<file path="src/design/pms_pkg.sv">
`default_nettype none
// ----------------------------------------------------------------------------
// pms_pkg
// Shared types, constants and helpers for the 2D point mass step block.
// ----------------------------------------------------------------------------
package pms_pkg;

  localparam int DIV_STEPS  = 64;
  localparam int SQRT_STEPS = 32;
  localparam int CNT_W      = $clog2(DIV_STEPS);
  localparam int CFG_IDX_W  = 2;

  localparam logic [CFG_IDX_W-1:0] REG_MASS      = 2'd0;
  localparam logic [CFG_IDX_W-1:0] REG_MAX_SPEED = 2'd1;
  localparam logic [CFG_IDX_W-1:0] REG_FRICTION  = 2'd2;

  localparam logic [30:0] MASS_RESET      = 31'd65536;
  localparam logic [30:0] MAX_SPEED_RESET = 31'd6553600;

  typedef enum logic [4:0] {
    OP_NONE,
    OP_CAPTURE,
    OP_DIV_INIT_ACC,
    OP_DIV_STEP,
    OP_ACC,
    OP_DV,
    OP_MOVE,
    OP_SQX,
    OP_SQY,
    OP_SQL,
    OP_SUM,
    OP_CMP,
    OP_SQRT_INIT,
    OP_SQRT_STEP,
    OP_SCX,
    OP_SCY,
    OP_DIV_INIT_SC,
    OP_SDONE,
    OP_FRIC,
    OP_EMIT
  } op_t;

  typedef enum logic [4:0] {
    S_IDLE,
    S_DINIT,
    S_DSTEP,
    S_ACC,
    S_DV,
    S_MOVE,
    S_SQX,
    S_SQY,
    S_SQL,
    S_SUM,
    S_CMP,
    S_RINIT,
    S_RSTEP,
    S_SCX,
    S_SCY,
    S_SINIT,
    S_SSTEP,
    S_SDONE,
    S_FRIC,
    S_EMIT
  } state_t;

  typedef struct packed {
    logic clamp;
    logic out_busy;
  } sts_t;

  function automatic logic [31:0] mag32(input logic [31:0] v);
    return v[31] ? (~v + 32'd1) : v;
  endfunction

  function automatic logic [31:0] apply_sign(input logic [31:0] m, input logic neg);
    return neg ? (~m + 32'd1) : m;
  endfunction

  function automatic logic [31:0] sat32(input logic signed [48:0] v);
    if (v > 49'sd2147483647) return 32'h7fff_ffff;
    if (v < -49'sd2147483648) return 32'h8000_0000;
    return v[31:0];
  endfunction

endpackage
`default_nettype wire

</file>
<file path="src/design/pms_ctrl.sv">
`default_nettype none
// ----------------------------------------------------------------------------
// pms_ctrl
// Sequencer: steps the datapath through divide, multiply, root, rescale and friction.
// ----------------------------------------------------------------------------
module pms_ctrl (
  input  wire logic         clk,
  input  wire logic         rst_n,
  input  wire logic         in_valid,
  input  wire logic         in_cmd,
  output logic              in_ready,
  input  pms_pkg::sts_t     sts,
  output pms_pkg::op_t      op
);
  import pms_pkg::*;

  state_t           state_r, state_nxt;
  logic [CNT_W-1:0] cnt_r, cnt_nxt;

  always_ff @(posedge clk) begin
    if (!rst_n) begin
      state_r <= S_IDLE;
      cnt_r   <= '0;
    end else begin
      state_r <= state_nxt;
      cnt_r   <= cnt_nxt;
    end
  end

  always_comb begin
    state_nxt = state_r;
    cnt_nxt   = cnt_r;
    op        = OP_NONE;
    in_ready  = 1'b0;
    unique case (state_r)
      S_IDLE: begin
        in_ready = 1'b1;
        if (in_valid) begin
          op        = OP_CAPTURE;
          state_nxt = in_cmd ? S_EMIT : S_DINIT;
        end
      end
      S_DINIT: begin
        op        = OP_DIV_INIT_ACC;
        cnt_nxt   = CNT_W'(DIV_STEPS - 1);
        state_nxt = S_DSTEP;
      end
      S_DSTEP: begin
        op      = OP_DIV_STEP;
        cnt_nxt = cnt_r - 1'b1;
        if (cnt_r == '0) state_nxt = S_ACC;
      end
      S_ACC: begin
        op        = OP_ACC;
        state_nxt = S_DV;
      end
      S_DV: begin
        op        = OP_DV;
        state_nxt = S_MOVE;
      end
      S_MOVE: begin
        op        = OP_MOVE;
        state_nxt = S_SQX;
      end
      S_SQX: begin
        op        = OP_SQX;
        state_nxt = S_SQY;
      end
      S_SQY: begin
        op        = OP_SQY;
        state_nxt = S_SQL;
      end
      S_SQL: begin
        op        = OP_SQL;
        state_nxt = S_SUM;
      end
      S_SUM: begin
        op        = OP_SUM;
        state_nxt = S_CMP;
      end
      S_CMP: begin
        op        = OP_CMP;
        state_nxt = S_RINIT;
      end
      S_RINIT: begin
        if (sts.clamp) begin
          op        = OP_SQRT_INIT;
          cnt_nxt   = CNT_W'(SQRT_STEPS - 1);
          state_nxt = S_RSTEP;
        end else begin
          state_nxt = S_FRIC;
        end
      end
      S_RSTEP: begin
        op      = OP_SQRT_STEP;
        cnt_nxt = cnt_r - 1'b1;
        if (cnt_r == '0) state_nxt = S_SCX;
      end
      S_SCX: begin
        op        = OP_SCX;
        state_nxt = S_SCY;
      end
      S_SCY: begin
        op        = OP_SCY;
        state_nxt = S_SINIT;
      end
      S_SINIT: begin
        op        = OP_DIV_INIT_SC;
        cnt_nxt   = CNT_W'(DIV_STEPS - 1);
        state_nxt = S_SSTEP;
      end
      S_SSTEP: begin
        op      = OP_DIV_STEP;
        cnt_nxt = cnt_r - 1'b1;
        if (cnt_r == '0) state_nxt = S_SDONE;
      end
      S_SDONE: begin
        op        = OP_SDONE;
        state_nxt = S_FRIC;
      end
      S_FRIC: begin
        op        = OP_FRIC;
        state_nxt = S_EMIT;
      end
      S_EMIT: begin
        if (!sts.out_busy) begin
          op        = OP_EMIT;
          state_nxt = S_IDLE;
        end
      end
      default: state_nxt = S_IDLE;
    endcase
  end

`ifndef NO_ASSERTIONS
  a_emit_hold: assert property (@(posedge clk) disable iff (!rst_n)
    (state_r == S_EMIT && sts.out_busy) |=> (state_r == S_EMIT))
    else $error("result dropped while output busy");
  a_loop_exit: assert property (@(posedge clk) disable iff (!rst_n)
    (state_r == S_DSTEP && cnt_r != '0) |=> (state_r == S_DSTEP))
    else $error("divide loop left early");
`endif

endmodule
`default_nettype wire

</file>
<file path="config.mk">
export PLATFORM = sky130hd
export DESIGN_NAME = pms_ctrl
export DESIGN_NICKNAME = d
export VERILOG_FILES = /design/src/design/pms_pkg.sv /design/src/design/pms_ctrl.sv
export SDC_FILE = /design/constraint.sdc
export NUM_CORES = 1
export LEC_CHECK = 0
export BUFFER_PORTS_ARGS = -buffer_cell sky130_fd_sc_hd__buf_2
export CAP_MARGIN = 5
export CORE_ASPECT_RATIO = 1.2
export CORE_MARGIN = 5
export CORE_UTILIZATION = 40
export DETAILED_ROUTE_END_ITERATION = 10
export PLACE_DENSITY_LB_ADDON = 0.1
export SLEW_MARGIN = 10
export SYNTH_ARGS = -nofsm -noshare
export SYNTH_HDL_FRONTEND = slang
export SYNTH_SLANG_ARGS = --single-unit
</file>
<file path="constraint.sdc">
create_clock -name clk -period 1.45 [get_ports clk]
set_input_delay 0.145 -clock clk [delete_from_list [all_inputs] [get_ports clk]]
set_output_delay 0.145 -clock clk [all_outputs]
set_load 0.02 [all_outputs]
</file>
==> reports/metrics.csv <==
stage;metric;value;unit
outcome;status;finished with violations;
outcome;violations;negative setup slack;
cells_and_area;drive_gt1_frac;0.590;
setup_path;end_kind;primary output;
detailed_routing;dr.pass1.iters;4;
power_and_ir_drop;intPower;1.83;mW
synthesis;yosysWarningCount;0;
cells_and_area;fillers;141;
place;dp_cells;180;
floorplanning;core_area;0.00209;mm^2
sta;finalWorstSetupSlack;-0.205;ns
min_path;min_path_type;in2reg;
floorplanning;dieWidth;53.2;um
cts;ctsHoldBuffers;0;
power_and_ir_drop;power.leakage;0.689;nW
floorplanning;initial_utilization;0.428;
detailed_routing;drc_errors;0;
cts;cts_buffers;3;
global_routing;track_usage;0.208;
power_and_ir_drop;peakVddDrop;0.00129;V
place;place_area;0.00118;mm^2
place;dp_hpwl;1.96;mm
setup_path;crit_path_max_fanout;5;
setup_path;reg2reg_depth;5;
power_and_ir_drop;powerDensity;2010;mW/mm^2
power_and_ir_drop;clockPowerShare;0.068;
floorplanning;die_y;61.8;um
cts;clk-insertion-delay-late;0.28;ns
synthesis;synth.avg_cell_area;7.40;um^2
sta;period_needed;1.65;ns
sta;worst_clock_skew;0.00201;ns
detailed_routing;vias_per_cell;5.43;
sta;setup_viol;15;
sta;tns;-1.68;ns
power_and_ir_drop;p_seq_frac;0.165;
cells_and_area;fin_cells;196;
sta;rsz0062_at_grt;true;
setup_path;crit_type;reg2out;
global_routing;gr-total-overflow;0;
synthesis;synth_edf_count;0;
floorplanning;io_pins;12;
cells_and_area;final_core_util;0.762;
detailed_routing;wl;3.23;mm
synthesis;syn_inst;121;
power_and_ir_drop;swShare;0.428;
detailed_routing;num_vias;1064;
power_and_ir_drop;power_switching;1.37;mW
sta;worst_pin_slew;0.460;ns
setup_path;cp.required;1.31;ns
min_path;hold_path_depth;2;
sta;hold_viol;0;
cells_and_area;finalInstanceArea;0.00160;mm^2
cts;clock-root-buffer;clkbuf_4;
sta;slew_headroom;0.689;
global_routing;grt_pass1_wl;4.96;mm
synthesis;synthDistinctLibCells;45;
synthesis;ys_seq_area_frac;0.246;
place;gp_congestion;0.896;
cts;cts_tree;done;
place;port_buffers;11;
global_routing;grt_max_degree;11;
floorplanning;die_area;0.00329;mm^2
sta;drv_slew;0;
cells_and_area;diodes;0;
sta;hold_ws;0.202;ns
synthesis;ys.flop_type;dfxtp_1;
synthesis;ys_ff_latch;11;
global_routing;grt_pass1_vias;1072;
detailed_routing;wl_per_cell;16.5;um
power_and_ir_drop;combPwrFrac;0.767;
synthesis;async_flop_share;0;
setup_path;critPathLaunchType;register;
cts;ctsLongestPathBuffers;2;
sta;post-route-period-util;1.14;
cells_and_area;area_growth;78.1;%
floorplanning;num_rows;18;
cts;cts_sinks;11;
setup_path;ff2ff_setup_slack;-0.16;ns
cts;htree_levels;1;
sta;fmax;604;MHz
global_routing;antenna_found_initial;0;
detailed_routing;ant_nets;0;
detailed_routing;drtIter0Drc;26;
synthesis;synth_nets;129;
run;max-cap-violations;0;
setup_path;critPathArrivalTime;1.51;ns
synthesis;synth_area;896;um^2
cells_and_area;finalNetCount;175;
cts;clkTransAtPathRegs;0.07;ns
timing repair:
action,in CTS,in global routing
resized for setup,61,19
setup endpoints to repair,15,15
buffers inserted,10,3
pin swaps,19,11
cell type report:
| cell class | instances | area (um^2) | area share |
|---|---|---|---|
| inverter | 10 | 37.5 | 0.0235 |
| timing repair buffer | 53 | 464 | 0.291 |
| tap | 30 | 37.5 | 0.0235 |
| multi-input combinational | 88 | 793 | 0.497 |
| sequential | 11 | 236 | 0.148 |
| clock buffer | 4 | 26.3 | 0.0165 |
routing by layer:
layer	GRT usage	routed length [um]	part of all wire
met1	0.228	1310	0.40
met2	0.392	1820	0.56
met3	0.0143	43	0.013
met4	0.117	59	0.018
met5	0	0	0
logic make-up (layout without fill, tap and decap cells):
group | count (synthesis) | count (layout) | synth area share
compound gates | 36 | 36 | 0.278
xor+xnor | 2 | 2 | 0.0196
fa+ha+maj | 2 | 2 | 0.0279
buf+inv | 22 | 67 | 0.109
flops | 11 | 11 | 0.246
mux | 1 | 1 | 0.0112
simple gates | 47 | 47 | 0.309
cells in the mapped netlist, types with 3 or more instances:
cell / count / area (um^2)
a21oi_1: 6 / 30.0
and2_1: 3 / 18.8
buf_2: 3 / 15.0
clkbuf_1: 7 / 26.3
dfxtp_1: 11 / 220
inv_1: 10 / 37.5
nand2_1: 5 / 18.8
nor2_1: 5 / 18.8
nor2b_1: 3 / 18.8
nor3_1: 11 / 55.1
o21ai_0: 8 / 40.0
o22ai_1: 5 / 31.3
o31ai_1: 3 / 22.5
or3_1: 4 / 25.0
path summary, 6_finish.rpt:
kind | from | to
setup / recovery | state_r[2] | op[4]
hold reg to reg | cnt_r[3] | cnt_r[3]
setup reg to reg | state_r[2] | state_r[4]
hold / removal | rst_n | cnt_r[5]
worst max-delay path: stages (launching register included):
cell and delay (ns):
dfxtp_4 0.36, or3b_4 0.45, o21ai_2 0.15, a21o_1 0.15, buf_6 0.12
power groups by stage:
stage	Sequential, mW	Clock (mW)	Combinational, mW
after floorplan	0.455	0	1.06
after global placement	0.512	0	1.57
after detailed placement	0.514	0	1.59
after CTS	0.517	0.216	2.15
after global routing	0.541	0.234	2.64
final	0.530	0.217	2.46
placed cells by master, fill, tap and decap left out, types with 3 or more instances in the layout:
cell and instances:
o22ai_2 3, a21oi_2 4, buf_4 27, o22ai_4 3, o21ai_2 3, or3_1 3, dfxtp_1 6, nor3_2 3
o21ai_1 4, buf_6 21, clkbuf_4 3, nor2_1 5, nand2_1 4, dfxtp_4 4, buf_2 5, nor3_1 6
inv_1 10
state kept, by name, summed over array words and instances (netlist names):
name / flops
state_r: 5
cnt_r: 6
per-stage QoR:
step / worst slack, ns / total power, mW
floorplan: -0.121 / 1.52
global placement: -0.110 / 2.08
detailed placement: -0.136 / 2.10
CTS: -0.142 / 2.88
global route: -0.246 / 3.42
finish: -0.205 / 3.21
No activity file was read; power rests on OpenSTA's default activity.
